--- src/sv/fcd_pkg.sv ---
// ----------------------------------------------------------------------------
// fcd_pkg
// shared constants, codes, types and the block-index function of the
// allocation-table entry cache
// ----------------------------------------------------------------------------
package fcd_pkg;

	localparam int ENTRIES    = 4096;
	localparam int IDX_W      = $clog2(ENTRIES);
	localparam int CNT_W      = IDX_W + 1;
	localparam int MAX_BLOCKS = 64;
	localparam int BLK_W      = (MAX_BLOCKS > 1) ? $clog2(MAX_BLOCKS) : 1;
	localparam int DATA_W     = 32;
	localparam int OP_W       = 3;
	localparam int ST_W       = 3;
	localparam int BSL_W      = 4;
	localparam int ADDR_W     = 4;

	// special entry values: top 28 bits all ones
	localparam logic [DATA_W-1:0] SPECIAL_MASK = 32'hFFFF_FFF0;
	// entries are four bytes
	localparam int ENTRY_BYTES_LOG2 = 2;
	localparam logic [BSL_W-1:0] MIN_BSL = 4'd8;

	// operations
	localparam logic [OP_W-1:0] OP_GET   = 3'd0;
	localparam logic [OP_W-1:0] OP_SET   = 3'd1;
	localparam logic [OP_W-1:0] OP_FILL  = 3'd2;
	localparam logic [OP_W-1:0] OP_LOAD  = 3'd3;
	localparam logic [OP_W-1:0] OP_MARK  = 3'd4;
	localparam logic [OP_W-1:0] OP_FLUSH = 3'd5;
	localparam logic [OP_W-1:0] OP_INVAL = 3'd6;

	// status codes
	localparam logic [ST_W-1:0] STAT_OK        = 3'd0;
	localparam logic [ST_W-1:0] STAT_RANGE     = 3'd1;
	localparam logic [ST_W-1:0] STAT_ILLEGAL   = 3'd2;
	localparam logic [ST_W-1:0] STAT_NOT_LOAD  = 3'd3;
	localparam logic [ST_W-1:0] STAT_NOTHING   = 3'd4;

	// register indexes
	localparam logic [1:0] REG_ENTRY_COUNT = 2'd0;
	localparam logic [1:0] REG_BLOCK_LOG2  = 2'd1;
	localparam logic [1:0] REG_FIRST_BLOCK = 2'd2;

	typedef struct packed {
		logic [CNT_W-1:0]  entry_count;
		logic [BSL_W-1:0]  block_size_log2;
		logic [DATA_W-1:0] first_table_block;
	} cfg_t;

	typedef struct packed {
		logic             mark;
		logic [BLK_W-1:0] blk;
		logic             clear_all;
		logic             take;
		logic             set_any;
		logic             clr_any;
	} dm_cmd_t;

	typedef struct packed {
		logic             nonempty;
		logic             any_dirty;
		logic [BLK_W-1:0] low_blk;
		logic             rest_empty;
	} dm_stat_t;

	// disk block of an entry, saturated at the last block
	function automatic logic [BLK_W-1:0] block_of(input logic [IDX_W-1:0] idx,
		input logic [BSL_W-1:0] bsl);
		logic [BSL_W-1:0]                  lg;
		logic [IDX_W+ENTRY_BYTES_LOG2-1:0] b;
		lg = (bsl < MIN_BSL) ? MIN_BSL : bsl;
		b  = {idx, {ENTRY_BYTES_LOG2{1'b0}}} >> lg;
		if (b >= (IDX_W+ENTRY_BYTES_LOG2)'(MAX_BLOCKS - 1)) begin
			return BLK_W'(MAX_BLOCKS - 1);
		end
		return b[BLK_W-1:0];
	endfunction

endpackage

--- src/sv/fcd_regs.sv ---
// ----------------------------------------------------------------------------
// fcd_regs
// configuration registers behind the apb-style port
// ----------------------------------------------------------------------------
module fcd_regs (
	input  logic                          clk,
	input  logic                          arst_n,
	input  logic                          psel,
	input  logic                          penable,
	input  logic                          pwrite,
	input  logic [fcd_pkg::ADDR_W-1:0]    paddr,
	input  logic [fcd_pkg::DATA_W-1:0]    pwdata,
	output logic [fcd_pkg::DATA_W-1:0]    prdata,
	output logic                          pready,
	output fcd_pkg::cfg_t                 cfg
);

	fcd_pkg::cfg_t cfg_q;
	logic          wr_en;
	logic [1:0]    reg_sel;

	assign pready  = 1'b1;
	assign wr_en   = psel & penable & pwrite & pready;
	assign reg_sel = paddr[3:2];

	always_ff @(posedge clk or negedge arst_n) begin
		if (!arst_n) begin
			cfg_q.entry_count       <= fcd_pkg::CNT_W'(4096);
			cfg_q.block_size_log2   <= fcd_pkg::BSL_W'(9);
			cfg_q.first_table_block <= '0;
		end else if (wr_en) begin
			case (reg_sel)
				fcd_pkg::REG_ENTRY_COUNT: begin
					cfg_q.entry_count <= pwdata[fcd_pkg::CNT_W-1:0];
				end
				fcd_pkg::REG_BLOCK_LOG2: begin
					cfg_q.block_size_log2 <= pwdata[fcd_pkg::BSL_W-1:0];
				end
				fcd_pkg::REG_FIRST_BLOCK: begin
					cfg_q.first_table_block <= pwdata;
				end
				default: begin
				end
			endcase
		end
	end

	always_comb begin
		case (reg_sel)
			fcd_pkg::REG_ENTRY_COUNT: prdata = fcd_pkg::DATA_W'(cfg_q.entry_count);
			fcd_pkg::REG_BLOCK_LOG2:  prdata = fcd_pkg::DATA_W'(cfg_q.block_size_log2);
			fcd_pkg::REG_FIRST_BLOCK: prdata = cfg_q.first_table_block;
			default:                  prdata = '0;
		endcase
	end

	assign cfg = cfg_q;

endmodule

--- config.mk ---
export PLATFORM = sky130hd
export DESIGN_NAME = fcd_regs
export DESIGN_NICKNAME = d
export VERILOG_FILES = /design/src/sv/fcd_pkg.sv /design/src/sv/fcd_regs.sv
export SDC_FILE = /design/constraint.sdc
export NUM_CORES = 1
export LEC_CHECK = 0
export BUFFER_PORTS_ARGS = -buffer_cell sky130_fd_sc_hd__buf_2
export CORE_MARGIN = 5
export CORE_UTILIZATION = 44
export CTS_CLUSTER_DIAMETER = 30
export DETAILED_ROUTE_END_ITERATION = 6
export PLACE_DENSITY = 0.81
export SLEW_MARGIN = 25
export SYNTH_ARGS = -nofsm -noshare
export SYNTH_HDL_FRONTEND = slang
export SYNTH_SLANG_ARGS = --single-unit
export TNS_END_PERCENT = 30
--- constraint.sdc ---
create_clock -name clk -period 1.42 [get_ports clk]
set_input_delay 0.284 -clock clk [delete_from_list [all_inputs] [get_ports clk]]
set_output_delay 0.284 -clock clk [all_outputs]
set_load 0.05 [all_outputs]
Word level (Yosys, flattened, before mapping)
Index checks and enable logic that the tools add are counted.
{"block": "word_totals", "register_bits": 49, "in_bits": 41, "out_inout_bits": 82, "elab_cells": 12}
{"block": "classes", "n_eq_ne": 2, "mux": 1, "bitwise": 2, "n_reduce_logical": 4}
{"op": "$pmux W32 S3", "n": 1}
{"op": "$reduce_and A2 Y1", "n": 3}
{"op": "$and A1 B1 Y1", "n": 2}
{"op": "$eq A2 B1 Y1 const B", "n": 1}
{"op": "$eq A2 B2 Y1 const B", "n": 1}
{"op": "$logic_not A2 Y1", "n": 1}

Logic depth before layout (Yosys ltp)
Gate-level depths: netlist of run 1.
{"block": "logic_depth", "ltp_word": 3, "mapped_depth": 5, "mapped_depth_nobuf": 3}

Worst setup path before layout of run 1
OpenSTA, ideal clock, no wires.
{"block": "synth_path", "path_kind": "input -> output", "startpoint": "in paddr[2] in the netlist's numbering", "endpoint": "out prdata[1] in the netlist's numbering", "arrival_ns": 1.961, "t_required_ns": 1.136, "setup_slack_ns": -0.825, "path_stages": 4, "path_buffers": 2, "cell_sequence": "buf_4 -> buf_1 -> mux2i_1 -> o21ai_0"}
{"block": "synth_via", "elab_chain_cells": 2, "elab_cells_between_ends": 4, "cone_classes": "eq/ne (2); mux (1); reduce/logical (1)"}
{"item": "from (decl)", "line_no": "fcd_regs.sv:11", "rtl": "input logic [fcd_pkg::ADDR_W-1:0] paddr,"}
{"item": "$eq A2 B2 Y1 (tied with other cells)", "line_no": "fcd_regs.sv:49", "rtl": "case (reg_sel)"}
{"item": "$pmux W32 S3 *", "line_no": "fcd_regs.sv:49"}
{"item": "to (decl)", "line_no": "fcd_regs.sv:13", "rtl": "output logic [fcd_pkg::DATA_W-1:0] prdata,"}
Mark *: on every way between the ends. The rest lies on a longest branch, timed or not.

Final worst setup path of run 1
{"block": "layout_path", "startpoint": "reg cfg_q (netlist bit cfg[35])", "endpoint": "out prdata[3] in the netlist's numbering"}
{"block": "layout_via", "elab_chain_cells": 1}
{"item": "from (decl)", "line_no": "fcd_regs.sv:18", "rtl": "fcd_pkg::cfg_t cfg_q;"}
{"item": "$pmux W32 S3", "line_no": "fcd_regs.sv:49"}
Every way passes these cells.

==> qor.yml, run 1 <==
setup.reg_to_reg.worst_slack_ps: 470
post_synth_inst_count: 164
area.growth.synth_to_final_pct: 60.71
cts_max_level: 2
cts_tree: "done"
maxCapViolCount: 0
grt_antenna_before_repair: 0
post-route-worst-setup-slack_ps: -84.86
setup.worst_path.end_class: "output pin"
wl_um: 6011
min_delay_path_depth: 2
post_drt_via_cell_ratio: 4.848
initial_utilization_pct: 44.84
final_max_slew_viol_count: 0
clock_latency_ps: 290
clk_pin_slew_ps: 80
critPathLaunchType: "register"
post_route_cells_drive_above_1_share_pct: 74.51
timing.critical_path.buf_inv: 1
peakVddDrop_v: 0.001026
grt.busiest_layer: "met2"
ant_nets: 0
num-nets-final: 346
layout_commonest_cell: "buf_2"
cp_max_stage_delay_ps: 560
fin_crit_sh_pct: 106.0
post_synth_instance_area_um2: 2261
leakage_nw: 1.778
worstSetupStartpoint: "cfg[35]"
syn_area_per_cell_um2: 13.79
setup-violations-final: 5
largest_register_ff_count: 49
ff_latch_count_synth: 49
seq_area_frac_synth_pct: 54.40
grt_pass1_wl_um: 9039
crit_slowest_cell: "dfstp_2"
antennaDiodeCount: 0
reg2reg_from: "cfg[32]"
timing.setup.critical_path_class: "reg2out"
grt_util_met3_pct: 5.702
drt-wirelength-per-cell_um: 15.99
grtUsageMet2_pct: 29.89
worst_path_dominant_cell_family: "flip-flops"
grt_setup_unrepaired: "true"
grt_max_degree: 50
place_hpwl_um: 4238
crit_arrival_ps: 1220
first_pass_iters: 4
i_o_pin_count: 123
clock_sink_count: 49
hold_start: "pwdata[24]"
power_frac_seq_pct: 34.1
rows: 26
critical_path_peak_fanout: 2
powerDensity_nw_per_um2: 1615
fin_tns_setup_ps: -249.7
grtUsageTotal_pct: 17.93
power.combinational.fraction_pct: 52.9
synth_nets: 205
detail_route.iter0.violations: 38
die_width_um: 81.68
synth-warning-count: 0
cts_buffers: 5
multi_input_comb_area_um2: 1159
timing.rr.end: "cfg[32]"
first_global_vias: 1841
grt_ovf: 0
timing.critical_path.cells: "mux2i_2, o21ai_4, buf_6"
chipHeight_um: 81.68
status: "finished, violations left"
design.core.area_um2: 5042
dr_total_vias: 1823
placed_cells_incl_taps: 354
cts-root-buf: "clkbuf_8"
worst_r2r_path_depth: 3
post_synth_num_cell_types: 21
clock_skew_ps: 0
switching_share_pct: 47.29
violations: "negative setup slack"
finalHoldViolations: 0
drcViolationCount: 0
power_frac_clock_pct: 13.0
grt_use_met1_pct: 22.36
sequential_cell_area_um2: 1232
design.die.area_um2: 6672
timing.fmax_mhz: 664.5
net-switching-power_w: 0.002775
critPathRequiredTime_ps: 1140
layout_common_cells: "83 x buf_2, 44 x dfrtp_1, 27 x buf_6, 25 x buf_4, 23 x mux2_2"
final_non_filler_cell_total: 376
place.gp.congestion: 0.7148
worst_hold_slack_ps: 201.1
portBuffers: 119
final_critical_path_required_period_ps: 1505
internal_power_w: 0.003094
whs_endpoint: "cfg[24]"
hold_path.class: "in2reg"
cts_max_path_buffers: 2
filler_cell_count: 335
-- worst max-delay path by stage --
stage | endpoint | cells past startpoint
after floorplan | prdata[11] | 2
after global placement | cfg[34] | 4
after detailed placement | prdata[1] | 6
after CTS | prdata[3] | 3
after global routing | prdata[3] | 3
final | prdata[3] | 3
-- synth_stat cells --
cell       n  area share (%)
nand2_1    4            0.66
dfstp_2    3             3.5
conb_1     1            0.17
mux2_2    23              11
mux2_4     4             2.7
mux2i_1   13             5.8
mux2_1    22              11
nor2_1     9             1.5
nor2b_1    1            0.28
buf_1      1            0.17
dfrtp_1   46              51
buf_4      4             1.3
or3b_4     1            0.50
and2_1    19             5.3
clkbuf_1   2            0.33
nor3b_4    1            0.83
o21ai_0    4            0.89
nor3_4     1            0.72
buf_6      3             1.5
buf_2      1            0.22
nand3_2    1            0.44
-- per-layer routing --
layer  up-vias  share of wire [%]  wire [um]
li1        843                  -          -
met1       877                 40       2386
met2        99                 49       2923
met3         4                 11        662
met4         0               0.63         38
met5         -                  0          0
-- stage by stage --
stage | area (um2) | power (W) | util [%] | setup WS, ps
CTS | 3451 | 0.005754 | 68.44 | -99.07
global placement | 3156 | 0.004703 | 62.58 | -110.5
global route | 3633 | 0.006162 | 72.06 | -137.8
detailed placement | 3156 | 0.004761 | 62.58 | -133.6
finish | 3633 | 0.005869 | 72.06 | -84.86
floorplan | 2426 | 0.004085 | - | -82.23
-- power groups by stage --
stage / clock network [W] / logic [W] / registers, W
global placement: 0 / 0.00272 / 0.00199
CTS: 0.000796 / 0.00297 / 0.00199
floorplan: 0 / 0.000948 / 0.00314
global route: 0.000879 / 0.00324 / 0.00205
finish: 0.000762 / 0.00311 / 0.00200
detailed placement: 0 / 0.00275 / 0.00201
-- cells by family (layout without fill, tap and decap cells) --
| logic type | Yosys count | count (layout) | share of synthesized area, % |
|---|---|---|---|
| buffers and inverters | 11 | 153 | 3.541 |
| DFF | 49 | 49 | 54.40 |
| muxes | 62 | 62 | 30.82 |
| AOI/OAI and AO/OA | 4 | 4 | 0.8855 |
| other | 1 | 1 | 0.1659 |
| and+or+nand+nor | 37 | 37 | 10.18 |
-- timing repair --
item	CTS	global route
setup buffers	7	5
pin swaps	4	2
endpoints found under the hold margin	46	0
gates resized for setup	49	38
hold buffers	1	0
gates cloned	0	1
setup endpoints to repair	32	35
-- final cells by class --
cell class	count	share of cell area (%)
Sequential cell	49	33.92
Multi-Input combinational cell	104	31.89
Clock buffer	8	2.204
Tap cell	70	2.410
Timing Repair Buffer	145	29.58
No activity file was read; power rests on OpenSTA's default activity.
==> run 2, diff against run 1 <==
--- a/config.mk
+++ b/config.mk
@@ -15,4 +15,3 @@
 export SYNTH_ARGS = -nofsm -noshare
 export SYNTH_HDL_FRONTEND = slang
 export SYNTH_SLANG_ARGS = --single-unit
-export TNS_END_PERCENT = 30
==> run 2 against run 1 <==
Net effect:
- non-clock buffer count grew 12
- die area stayed put
- worst hold slack improved by 5.8 ps
- highest routed layer unchanged
- first-iteration DRC count is 39% higher
- critical path depth unchanged
- design area increased by 3.9%
- clock power grew 33%
- setup slack worse by 11 ps
- sequential power hardly changed
- the run still ends with negative setup slack left
- largest cell class unchanged
==> qor.yml, run 2 (synthesis results as in run 1) <==
timing.fmax_mhz: 659.8
post_route_cells_drive_above_1_share_pct: 76.73
clock_latency_ps: 290
peakVddDrop_v: 0.001077
layout_common_cells: "83 x buf_2, 44 x dfrtp_1, 37 x buf_6, 31 x buf_4, 23 x mux2_2"
clock_sink_count: 49
critPathLaunchType: "register"
final_max_slew_viol_count: 0
timing.rr.end: "cfg[38]"
cts_tree: "done"
timing.setup.critical_path_class: "reg2out"
postPlaceCellArea_um2: 3178
finalHoldViolations: 0
reg2reg_from: "cfg[38]"
grt_antenna_before_repair: 1
critical_path_peak_fanout: 3
rows: 26
drcViolationCount: 0
area.growth.synth_to_final_pct: 66.96
maxCapViolCount: 0
die_width_um: 81.68
worst_r2r_path_depth: 2
ant_nets: 0
clock_skew_ps: 0
wl_um: 6392
powerDensity_nw_per_um2: 1643
detail_route.iter0.violations: 53
whs_endpoint: "cfg[13]"
min_delay_path_depth: 2
setup.worst_path.end_class: "output pin"
portBuffers: 119
grt_pass1_wl_um: 9418
dr_total_vias: 1880
grt_max_degree: 50
final_critical_path_required_period_ps: 1516
leakage_nw: 1.855
layout_commonest_cell: "buf_2"
hold_start: "pwdata[13]"
design.core.area_um2: 5042
grt_setup_unrepaired: "true"
first_global_vias: 1895
clk_pin_slew_ps: 80
setup.reg_to_reg.worst_slack_ps: 490
initial_utilization_pct: 44.84
post-route-worst-setup-slack_ps: -95.70
status: "finished, violations left"
cts_max_path_buffers: 2
num-nets-final: 358
design.die.area_um2: 6672
place.gp.congestion: 0.7223
grt_ovf: 0
drt-wirelength-per-cell_um: 16.43
setup-violations-final: 5
violations: "negative setup slack"
fin_tns_setup_ps: -257.2
cts_max_level: 2
grtUsageTotal_pct: 18.71
place_hpwl_um: 4048
hold_path.class: "in2reg"
largest_register_ff_count: 49
i_o_pin_count: 123
post_drt_via_cell_ratio: 4.833
critPathRequiredTime_ps: 1140
cts_buffers: 5
first_pass_iters: 4
postLayoutCellArea_um2: 3775
chipHeight_um: 81.68
fin_crit_sh_pct: 106.7
crit_arrival_ps: 1230
cts-root-buf: "clkbuf_8"
-- run 2: cell types whose count changed in the layout (fill, tap and decap cells not counted), sizes merged --
| cell | previous run | this run |
|---|---|---|
| clkbuf | 10 | 8 |
| diode | 0 | 1 |
| buf | 142 | 155 |
| bufinv | 0 | 1 |
-- run 2: power by group --
group | switching (W) | internal [W] | leakage [nW]
registers | 0.000256 | 0.00174 | 0.593
logic | 0.00213 | 0.00107 | 1.20
clock network | 0.000433 | 0.000574 | 0.0585
total | 0.00282 | 0.00338 | 1.86
-- run 2: metrics by stage --
| stage | hold slack [ps] | setup WS [ps] | util [%] | cells | power [W] |
|---|---|---|---|---|---|
| 6_report | 206.9 | -95.70 | 74.86 | 389 | 0.006201 |
| 5_1_grt | 187.1 | -159.0 | 74.86 | 389 | 0.006488 |
| 4_1_cts | 196.4 | -105.5 | 72.31 | 386 | 0.006144 |
| 3_5_place_dp | 292.0 | -146.5 | 63.03 | 357 | 0.004756 |
| 3_3_place_gp | 287.4 | -136.0 | 63.03 | 357 | 0.004718 |
| 2_1_floorplan | -11.59 | -69.15 | - | 164 | 0.004101 |
-- run 2: final cells by class --
cell class              instances  area (um2)
diodes                          1       2.502
clock buffers                   7       86.33
clock inverters                 1       30.03
fillers                       310        1267
multi-input cells             104        1179
flip-flops and latches         49        1232
well taps                      70       87.58
repair buffers                157        1157
-- run 2: critical path: stages (launching register included) --
cell     delay, ps
dfstp_2        560
mux2i_2         90
o21ai_4        120
buf_6          170
-- run 2: how the worst max path moves through the flow --
stage	startpoint	end	cells after the start
2_1_floorplan	cfg[33]	prdata[1]	2
3_3_place_gp	paddr[3]	prdata[26]	5
3_5_place_dp	paddr[3]	prdata[22]	5
4_1_cts	cfg[35]	prdata[3]	3
5_1_grt	cfg[32]	prdata[0]	3
6_report	cfg[35]	prdata[3]	3
-- run 2: repair_timing --
item                       in CTS  in global routing
hold buffers                    1                  0
gates resized for setup        62                 32
setup buffers                  19                  0
setup endpoints to repair      32                 33
pin swaps                       4                  0
hold endpoints to repair       46                  0
cloned                          1                  2
-- run 2: routing by layer --
metal | global-route usage [%] | wire length (um) | vias to the layer above
met5 | 0 | 0 | -
met1 | 21.93 | 2516 | 907
li1 | - | - | 871
met2 | 33.79 | 3152 | 94
met4 | 4.319 | 88 | 0
met3 | 5.373 | 635 | 8
