## config.mk

```make
export PLATFORM = sky130hd
export DESIGN_NAME = fcd_dirty_map
export DESIGN_NICKNAME = d
export VERILOG_FILES = /design/src/sv/fcd_pkg.sv /design/src/sv/fcd_dirty_map.sv
export SDC_FILE = /design/constraint.sdc
export NUM_CORES = 1
export LEC_CHECK = 0
export BUFFER_PORTS_ARGS = -buffer_cell sky130_fd_sc_hd__buf_4
export CORE_MARGIN = 4
export CORE_UTILIZATION = 40
export DETAILED_ROUTE_END_ITERATION = 10
export REMOVE_ABC_BUFFERS = 1
export SLEW_MARGIN = 20
export SYNTH_ARGS = -nofsm -noshare
export SYNTH_HDL_FRONTEND = slang
export SYNTH_SLANG_ARGS = --single-unit
```

## constraint.sdc

```tcl
create_clock -name clk -period 7.9 [get_ports clk]
set_input_delay 0.395 -clock clk [delete_from_list [all_inputs] [get_ports clk]]
set_output_delay 0.395 -clock clk [all_outputs]
set_load 0.005 [all_outputs]
```

## src/sv/fcd_pkg.sv

```systemverilog
// ----------------------------------------------------------------------------
// fcd_pkg
// shared constants, codes, types and the block-index function of the
// allocation-table entry cache
// ----------------------------------------------------------------------------
package fcd_pkg;

	localparam int ENTRIES    = 4096;
	localparam int IDX_W      = $clog2(ENTRIES);
	localparam int CNT_W      = IDX_W + 1;
	localparam int MAX_BLOCKS = 64;
	localparam int BLK_W      = (MAX_BLOCKS > 1) ? $clog2(MAX_BLOCKS) : 1;
	localparam int DATA_W     = 32;
	localparam int OP_W       = 3;
	localparam int ST_W       = 3;
	localparam int BSL_W      = 4;
	localparam int ADDR_W     = 4;

	// special entry values: top 28 bits all ones
	localparam logic [DATA_W-1:0] SPECIAL_MASK = 32'hFFFF_FFF0;
	// entries are four bytes
	localparam int ENTRY_BYTES_LOG2 = 2;
	localparam logic [BSL_W-1:0] MIN_BSL = 4'd8;

	// operations
	localparam logic [OP_W-1:0] OP_GET   = 3'd0;
	localparam logic [OP_W-1:0] OP_SET   = 3'd1;
	localparam logic [OP_W-1:0] OP_FILL  = 3'd2;
	localparam logic [OP_W-1:0] OP_LOAD  = 3'd3;
	localparam logic [OP_W-1:0] OP_MARK  = 3'd4;
	localparam logic [OP_W-1:0] OP_FLUSH = 3'd5;
	localparam logic [OP_W-1:0] OP_INVAL = 3'd6;

	// status codes
	localparam logic [ST_W-1:0] STAT_OK        = 3'd0;
	localparam logic [ST_W-1:0] STAT_RANGE     = 3'd1;
	localparam logic [ST_W-1:0] STAT_ILLEGAL   = 3'd2;
	localparam logic [ST_W-1:0] STAT_NOT_LOAD  = 3'd3;
	localparam logic [ST_W-1:0] STAT_NOTHING   = 3'd4;

	// register indexes
	localparam logic [1:0] REG_ENTRY_COUNT = 2'd0;
	localparam logic [1:0] REG_BLOCK_LOG2  = 2'd1;
	localparam logic [1:0] REG_FIRST_BLOCK = 2'd2;

	typedef struct packed {
		logic [CNT_W-1:0]  entry_count;
		logic [BSL_W-1:0]  block_size_log2;
		logic [DATA_W-1:0] first_table_block;
	} cfg_t;

	typedef struct packed {
		logic             mark;
		logic [BLK_W-1:0] blk;
		logic             clear_all;
		logic             take;
		logic             set_any;
		logic             clr_any;
	} dm_cmd_t;

	typedef struct packed {
		logic             nonempty;
		logic             any_dirty;
		logic [BLK_W-1:0] low_blk;
		logic             rest_empty;
	} dm_stat_t;

	// disk block of an entry, saturated at the last block
	function automatic logic [BLK_W-1:0] block_of(input logic [IDX_W-1:0] idx,
		input logic [BSL_W-1:0] bsl);
		logic [BSL_W-1:0]                  lg;
		logic [IDX_W+ENTRY_BYTES_LOG2-1:0] b;
		lg = (bsl < MIN_BSL) ? MIN_BSL : bsl;
		b  = {idx, {ENTRY_BYTES_LOG2{1'b0}}} >> lg;
		if (b >= (IDX_W+ENTRY_BYTES_LOG2)'(MAX_BLOCKS - 1)) begin
			return BLK_W'(MAX_BLOCKS - 1);
		end
		return b[BLK_W-1:0];
	endfunction

endpackage

```

## src/sv/fcd_dirty_map.sv

```systemverilog
// ----------------------------------------------------------------------------
// fcd_dirty_map
// per-block dirty bits, summary flag and lowest-dirty-block search for flush
// ----------------------------------------------------------------------------
module fcd_dirty_map (
	input  logic                clk,
	input  logic                arst_n,
	input  fcd_pkg::dm_cmd_t    cmd,
	output fcd_pkg::dm_stat_t   stat
);

	logic [fcd_pkg::MAX_BLOCKS-1:0] dirty_q;
	logic                           any_q;
	logic [fcd_pkg::MAX_BLOCKS-1:0] low_bit;
	logic [fcd_pkg::MAX_BLOCKS-1:0] rest;
	logic [fcd_pkg::BLK_W-1:0]      low_idx;

	// isolate lowest set bit
	assign low_bit = dirty_q & (~dirty_q + fcd_pkg::MAX_BLOCKS'(1));
	assign rest    = dirty_q & ~low_bit;

	// one-hot to binary
	always_comb begin
		low_idx = '0;
		for (int i = 0; i < fcd_pkg::MAX_BLOCKS; i++) begin
			if (low_bit[i]) begin
				low_idx = low_idx | fcd_pkg::BLK_W'(i);
			end
		end
	end

	always_ff @(posedge clk or negedge arst_n) begin
		if (!arst_n) begin
			dirty_q <= '0;
			any_q   <= 1'b0;
		end else begin
			if (cmd.clear_all) begin
				dirty_q <= '0;
			end else if (cmd.take) begin
				dirty_q <= rest;
			end else if (cmd.mark) begin
				dirty_q[cmd.blk] <= 1'b1;
			end
			if (cmd.clr_any) begin
				any_q <= 1'b0;
			end else if (cmd.set_any) begin
				any_q <= 1'b1;
			end
		end
	end

	assign stat.nonempty   = |dirty_q;
	assign stat.any_dirty  = any_q;
	assign stat.low_blk    = low_idx;
	assign stat.rest_empty = ~|rest;

endmodule

```

==> Word level (Yosys, flattened, before mapping) <==
Index checks and enable logic that the tools add are counted.
{ "word_totals": {"wordCells": 90, "register_bits": 65, "out_inout_bits": 9} }
{ "classes": {"order_cmp": 2, "reduce_logical": 6, "n_mux": 74, "bitwise_logic": 5, "n_addsub": 1} }
{ "ops": {"columns": ["op", "n"], "rows": [
  ["$mux 64", 6],
  ["$mux 6", 32],
  ["$and 64x64->64", 2],
  ["$not 64->64", 2],
  ["$reduce_or 64->1", 2],
  ["$mux 5", 16],
  ["$add 64x1->64 const B", 1],
  ["$or 64x64->64", 1],
  ["$mux 4", 8],
  ["$mux 3", 4],
  ["$lt 6x7->1 const B", 1],
  ["$demux 1 s6", 1],
  ["$ge 6x1->1 const B", 1],
  ["$mux 1", 5],
  ["$mux 2", 2],
  ["$reduce_bool 3->1", 1],
  ["$reduce_bool 2->1", 1],
  ["$logic_and 1x1->1", 1],
  ["$logic_not 1->1", 1]
]} }

==> Longest topological paths before layout <==
Gate-level depths: netlist (run 1).
{ "depth": {"word_depth": 66, "ltp_mapped": 10, "depth_no_buf": 7} }

==> Least setup slack after synthesis (run 1) <==
No wires, ideal clock.
{ "synth_timing": {"path_type": "reg-to-output", "start": "reg dirty_q[35] (netlist bit)", "end": "out stat[0] (netlist bit)", "arrival_time_ps": 3314, "slack_ps": 4191, "n_path_buf": 1, "required_time_ps": 7505, "path_stages_with_launch": 9, "path_cell_list": "dfrtp_1 -> or4_4 -> or4b_4 -> or4_1 -> buf_2 -> o21a_1 -> a2111o_1 -> or4_1 -> nor4_2"} }
{ "synth_rtl": {"columns": ["item", "line", "rtl"], "rows": [
  ["start: declaration", "fcd_dirty_map.sv:12", "logic [fcd_pkg::MAX_BLOCKS-1:0] dirty_q;"],
  ["start signal: assignment", "fcd_dirty_map.sv:40", "dirty_q <= rest;"],
  ["end: declaration", "fcd_dirty_map.sv:9", "output fcd_pkg::dm_stat_t stat"]
]} }

==> impl_metrics.csv, run 1 <==
group,metric,value,unit
outcome,status,"complete, no violations",
floorplan,start_util,40.94,%
floorplan,num_rows,40,
placement,post_dp_cell_area,5142,µm²
routing,wl_per_cell,25.68,µm
placement,port_buffers,21,
grt,antenna_found_initial,0,
synthesis,yosys-top-cells-area,"dfrtp_1 33%, a21oi_1 6.2%, nor2_1 5.7%",
setup_path,crit_slowest_cell,"nor3_1",
synthesis,syn_inst,642,
clock_network,clock_latency,0.35,ns
setup_path,path_delay_family,"simple AND/OR/NAND/NOR gates",
synthesis,avgSynthCellArea,7.659,µm²
routing,viasPerCell,7.154,
sta,min_period_over_period,63.58,%
placement,hpwl,14420,µm
setup_path,critPathKind,"reg -> out",
setup_path,arrival,4.63,ns
placement,routabilityCongestion,1.003,
floorplan,fp.dieH,118.9,µm
clock_network,cts_tree,"yes",
floorplan,io_pins,22,
finish,area_growth,9.822,%
sta,slew_headroom,24.63,%
sta,setup_viol,0,
synthesis,yosys.area.top_type,"dfrtp_1",
routing,drc,0,
clock_network,postCtsHoldBufs,0,
synthesis,synth_flop_cell,"dfrtp_1",
finish,antenna_cells,0,
setup_path,cpPeakStageDelay,0.80,ns
clock_network,htreeDepth,3,
finish,drive_above_1_share,8.750,%
sta,period_minus_slack,5.023,ns
clock_network,root_buffer,"clkbuf_16",
grt,grt_max_degree,66,
finish,design_area,5400,µm²
clock_network,clkTransAtPathRegs,0.06,ns
finish,fin_util,44.96,%
synthesis,synth_edf_count,0,
finish,fin_nets,648,
sta,max_freq,199.1,MHz
clock_network,cts_buffers,9,
synthesis,synthesis.area,4917,µm²
setup_path,start_kind,"flop",
placement,dp.cells,771,
pwr,power.density,151.5,nW/µm²
sta,finClkSkew,0.007625,ns
synthesis,async_flop_share,100.0,%
routing,wirelength,20210,µm
clock_network,cts.sinks,65,
grt,grt_first_pass_wirelength,31060,µm
finish,instances_no_fill,787,
synthesis,synth.top_cell.area_share,33.08,%
grt,grt_pass1_vias,5256,
grt,grt.overflow.total,0,
clock_network,cts_setup_buffers,0,
run,drv_cap,0,
routing,num_vias,5630,
synthesis,ys_seq_elements,65,
sta,tightestPinTransition,1.126,ns
sta,grt_setup_unrepaired,"false",
grt,grt_usage,28.68,%
sta,tns,0,ns
setup_path,cp-end-kind,"primary output",
sta,slew_viol_final,0,
setup_path,critPathRequiredTime,7.51,ns
routing,first_pass_iters,7,
routing,dr.first_iter.drc_count,793,
setup_path,cpMostUsedCell,"nand3_1",
synthesis,yosys_warnings,0,
clock_network,clockBufferDepth,2,
floorplan,coreArea,12010,µm²
pwr,peakVddDrop,0.07723,mV
pwr,leakagePower,2.416,nW
setup_path,critPathBufInv,1,
clock_network,post_cts_resize_count,0,
floorplan,dieWidth,118.9,µm
sta,finalHoldViolCount,0,
setup_path,cp_max_fo,19,
synthesis,synth_cell_types,65,
synthesis,ys_seq_area_share,33.08,%
routing,drtAntennaViolNets,0,
setup_path,crit_chain,"nor4_1 -> nand3_1 -> nor3_1 -> nand3_1 -> a2111o_1 -> or4_1 -> nor4_2 -> buf_4",
worst_hold_path,hp-class,"in -> async",
floorplan,die_area,14130,µm²
[stage by stage]
step | power (mW) | setup slack (ns) | hold WS (ns)
2_1_floorplan | 0.3958 | 3.512 | 0.09941
3_3_place_gp | 0.4594 | 3.470 | 0.4835
3_5_place_dp | 0.4578 | 3.407 | 0.4885
4_1_cts | 0.8238 | 3.008 | 0.1688
5_1_grt | 0.8517 | 2.588 | 0.1874
6_report | 0.8181 | 2.877 | 0.1671
[placed cells by master (no fill, tap or decap), types with 11 or more instances in the layout]
| master | count |
|---|---|
| a211oi_1 | 21 |
| nand3_1 | 15 |
| and3_1 | 11 |
| inv_1 | 21 |
| nand4_1 | 20 |
| nand2_1 | 47 |
| or3_1 | 18 |
| a21oi_1 | 61 |
| or4_1 | 12 |
| a22oi_1 | 18 |
| o21ai_0 | 30 |
| nor2_1 | 75 |
| nor4_1 | 19 |
| dfrtp_1 | 65 |
| buf_4 | 26 |
| nor3_1 | 41 |
[worst paths after layout]
| kind | start | end | slack (ns) | depth (start not counted) |
|---|---|---|---|---|
| worst max-delay path | dirty_q[10]$_DFFE_PN0P_ | stat[0] | 2.88 | 8 |
| worst min-delay path | arst_n | dirty_q[23]$_DFFE_PN0P_ | 0.17 | 1 |
| worst max register to register | dirty_q[10]$_DFFE_PN0P_ | dirty_q[61]$_DFFE_PN0P_ | 4.40 | 7 |
| worst min register to register | any_q$_DFFE_PN0P_ | any_q$_DFFE_PN0P_ | 0.49 | 2 |
| max in group asynchronous | arst_n | dirty_q[48]$_DFFE_PN0P_ | 7.17 | 1 |
| min in group clk | cmd[0] | any_q$_DFFE_PN0P_ | 0.19 | 2 |
[final cells by class]
| class | instances | area (µm²) |
|---|---|---|
| clock buffer | 13 | 240.2 |
| tap | 147 | 183.9 |
| fill | 1225 | 6611 |
| clock inverter | 3 | 17.52 |
| timing repair buffer | 26 | 195.2 |
| inverter | 22 | 82.58 |
| sequential | 65 | 1627 |
| multi-input combinational | 511 | 3054 |
[report_power, final]
part	leakage, nW	switching, mW	internal [mW]
sequential	0.906	0.00207	0.334
combinational	1.39	0.0875	0.0323
clock	0.124	0.150	0.212
total	2.42	0.240	0.578
[flip-flops by register name, summed over array words and instances (netlist names)]
register  flops
dirty_q      64
any_q         1
[worst reg2reg max path, delay by kind of cell (launching register included)]
family	cells	cell delay (ns)
compound gates	1	0.16
flops	1	0.44
simple gates	6	2.75
[synth_stat cells, drive strengths merged, types with 5 or more instances]
| cell | instances |
|---|---|
| clkbuf | 38 |
| and3 | 11 |
| a22oi | 18 |
| nor2 | 75 |
| or3 | 18 |
| and2 | 5 |
| nor2b | 6 |
| nand3b | 6 |
| o2111ai | 5 |
| or4 | 13 |
| nor3 | 42 |
| a21oi | 61 |
| nor4 | 22 |
| o31ai | 6 |
| nor4b | 5 |
| a31oi | 6 |
| nand3 | 15 |
| or2 | 5 |
| a311oi | 5 |
| nor3b | 5 |
| dfrtp | 65 |
| inv | 21 |
| nand2 | 47 |
| nand4 | 20 |
| a211oi | 21 |
| nand4b | 7 |
| o21ai | 31 |
| buf | 6 |
[cell families after synthesis]
group	Yosys count	synth area share, %
buffers and inverters	66	5.166
flip-flops	65	33.08
adder cells (fa/ha/maj)	3	0.6107
AND/OR/NAND/NOR	312	34.55
AO/OA/AOI/OAI	196	26.59
[per-layer routing]
layer,share of wire (%),GRT usage [%],vias up
met5,0,0,-
met1,40,38.63,2668
met4,5.6,15.21,0
met3,10,6.743,87
met2,44,42.63,412
li1,-,-,2463
Power figures use the tool's default switching activity.
==> run 2: changes to the inputs <==
ABC_AREA = 1   (was unset)
clock period = 4.85 ns   (was 7.9 ns; I/O delays follow)
==> impl_metrics.csv, run 2 <==
group,metric,value,unit
grt,grt_usage,29.82,%
setup_path,arrival,2.83,ns
placement,dp.cells,1111,
synthesis,synth.top_cell.area_share,29.31,%
synthesis,async_flop_share,100.0,%
setup_path,startpoint,"dirty_q[17]$_DFFE_PN0P_",
synthesis,yosys.area.top_type,"dfrtp_1",
grt,antenna_found_initial,0,
grt,grt_max_degree,66,
clock_network,cts_tree,"yes",
sta,slew_headroom,43.01,%
routing,num_vias,6511,
finish,layout_common_cells,"286 x nand2_1, 192 x nor2_1, 91 x inv_1",
routing,wirelength,23900,µm
setup_path,start_kind,"flop",
floorplan,die_area,15820,µm²
pwr,comb_power_share,19.9,%
clock_network,clkTransAtPathRegs,0.06,ns
synthesis,synthAdderAreaFrac,0,%
pwr,power.density,242.2,nW/µm²
grt,grt_pass1_vias,6110,
placement,routabilityCongestion,1.082,
setup_path,cp-end-kind,"primary output",
clock_network,cts.sinks,65,
sta,min_period_over_period,63.37,%
sta,tightestPinTransition,0.8548,ns
clock_network,root_buffer,"clkbuf_16",
sta,tns,0,ns
synthesis,yosys.area_share.simple,47.79,%
finish,n_fill_cell,1518,
pwr,p_int,0.9795,mW
synthesis,avgSynthCellArea,6.000,µm²
finish,largest_register_ffs,64,
finish,largestRegisters,"dirty_q: 64 flops, any_q: 1 flops",
sta,slew_viol_final,0,
clock_network,clockBufferDepth,2,
finish,design_area,6181,µm²
floorplan,dieWidth,125.8,µm
finish,antenna_cells,0,
setup_path,r2r-start,"dirty_q[33]$_DFFE_PN0P_",
floorplan,coreArea,13400,µm²
sta,grt_setup_unrepaired,"false",
routing,drc,0,
synthesis,synth_flop_cell,"dfrtp_1",
finish,largest-register,"dirty_q",
finish,drive_above_1_share,7.886,%
routing,dr.first_iter.drc_count,716,
setup_path,cp_max_fo,6,
pwr,power_switching_share,34.56,%
clock_network,cts_setup_buffers,0,
floorplan,fp.dieH,125.8,µm
clock_network,htreeDepth,3,
grt,grt.overflow.total,0,
sta,setup_viol,0,
sta,finClkSkew,0.01265,ns
pwr,sequentialPowerShare,36.8,%
synthesis,synth_edf_count,0,
routing,first_pass_iters,5,
run,drv_cap,0,
setup_path,critPathKind,"reg -> out",
outcome,status,"finished with violations",
worst_hold_path,hp-class,"in -> async",
pwr,peakVddDrop,0.2222,mV
floorplan,start_util,41.42,%
synthesis,synth_most_common_cell,"nand2_1",
pwr,p_switching,0.5174,mW
finish,area_growth,11.36,%
synthesis,ys_seq_elements,65,
routing,wl_per_cell,21.21,µm
pwr,pwr-share-clk,43.3,%
synthesis,synth_compound_area_share,15.55,%
synthesis,synth_xor_area_share,0,%
sta,whs,-0.01376,ns
synthesis,synthesis.area,5550,µm²
synthesis,syn_inst,925,
clock_network,post_cts_resize_count,0,
placement,hpwl,18600,µm
grt,grt_first_pass_wirelength,36250,µm
clock_network,postCtsHoldBufs,0,
clock_network,clock_latency,0.36,ns
pwr,leakagePower,3.611,nW
setup_path,critPathRequiredTime,4.61,ns
outcome,violations,"negative hold slack",
clock_network,cts_buffers,9,
finish,instances_no_fill,1127,
floorplan,io_pins,22,
synthesis,synth_cell_types,28,
finish,layout_commonest_cell,"nand2_1",
placement,post_dp_cell_area,5894,µm²
synthesis,yosys-top-cells-area,"dfrtp_1 29%, nand2_1 19%, nor2_1 13%",
sta,finalHoldViolCount,5,
routing,drtAntennaViolNets,0,
synthesis,synth_top_family_by_area,"simple AND/OR/NAND/NOR gates",
routing,viasPerCell,5.777,
synthesis,yosys_warnings,0,
synthesis,ys_seq_area_share,29.31,%
synthesis,muxShareOfSynthArea,0,%
sta,max_freq,325.4,MHz
placement,port_buffers,21,
finish,fin_nets,959,
synthesis,synth_common_cells,"286 x nand2_1, 194 x nor2_1, 91 x inv_1",
sta,period_minus_slack,3.073,ns
floorplan,num_rows,42,
==> run 2: changes by cell type after synthesis, sizes merged, moves of 31 or more <==
cell / previous run / this run
nand3: 15 / 55
o21ai: 31 / 85
clkbuf: 38 / 7
inv: 21 / 93
a21oi: 61 / 17
nor2: 75 / 215
nand2: 47 / 297
==> run 2: final timing paths <==
kind	end	slack (ns)	cells after the start
max	stat[0]	1.78	14
min	dirty_q[3]$_DFFE_PN0P_	-0.01	1
max reg2reg	dirty_q[54]$_DFFE_PN0P_	2.62	9
min reg2reg	any_q$_DFFE_PN0P_	0.49	2
max in group asynchronous	dirty_q[61]$_DFFE_PN0P_	4.30	1
min in group clk	any_q$_DFFE_PN0P_	0.03	2
==> run 2: worst max-delay path, cell delays in order, from the launching register on <==
cell	delay (ns)
dfrtp_1	0.42
nor2_1	0.20
nand2_1	0.14
nor2_1	0.26
nand2_1	0.09
nor2_1	0.36
nand2_1	0.19
nand2_1	0.12
nand2_1	0.06
nor2_1	0.09
nand2_1	0.08
nor2_1	0.12
nand2_1	0.13
nor2_2	0.11
buf_4	0.11
==> run 2: layout make-up <==
class	count	area, µm²	area share [%]
tap	176	220.2	3.563
multi-input combinational	754	3526	57.04
sequential	65	1627	26.32
inverter	93	349.1	5.648
timing repair buffer	23	172.7	2.794
clock inverter	7	61.31	0.9919
clock buffer	9	225.2	3.644
==> run 2: stage by stage <==
stage / power [mW] / utilization [%] / hold WS (ns) / worst slack [ns]
floorplan: 0.7183 / - / -0.05309 / 1.548
global placement: 0.8551 / 43.99 / 0.3958 / 2.162
detailed placement: 0.8472 / 43.99 / 0.4002 / 2.240
CTS: 1.492 / 46.13 / 0.03751 / 1.824
global route: 1.548 / 46.13 / 0.05329 / 1.560
finish: 1.497 / 46.13 / -0.01376 / 1.777
==> run 2: kinds of logic after synthesis <==
logic type,Yosys count
flip-flops,65
AO/OA/AOI/OAI,145
buffers and inverters,106
AND/OR/NAND/NOR,609
==> run 2: per-layer routing <==
layer / share of wire [%] / up-vias / global-route usage, %
met1: 43 / 3024 / 42.58
met3: 11 / 59 / 7.155
li1: - / 3063 / -
met2: 42 / 365 / 43.46
met4: 4.1 / 0 / 11.80
met5: 0 / - / 0
==> run 2: power groups by stage <==
stage	clock network (mW)	logic (mW)	registers (mW)
after floorplan	0	0.160	0.559
after detailed placement	0	0.287	0.560
after global routing	0.679	0.319	0.551
after CTS	0.653	0.288	0.550
after global placement	0	0.295	0.560
final	0.648	0.298	0.551
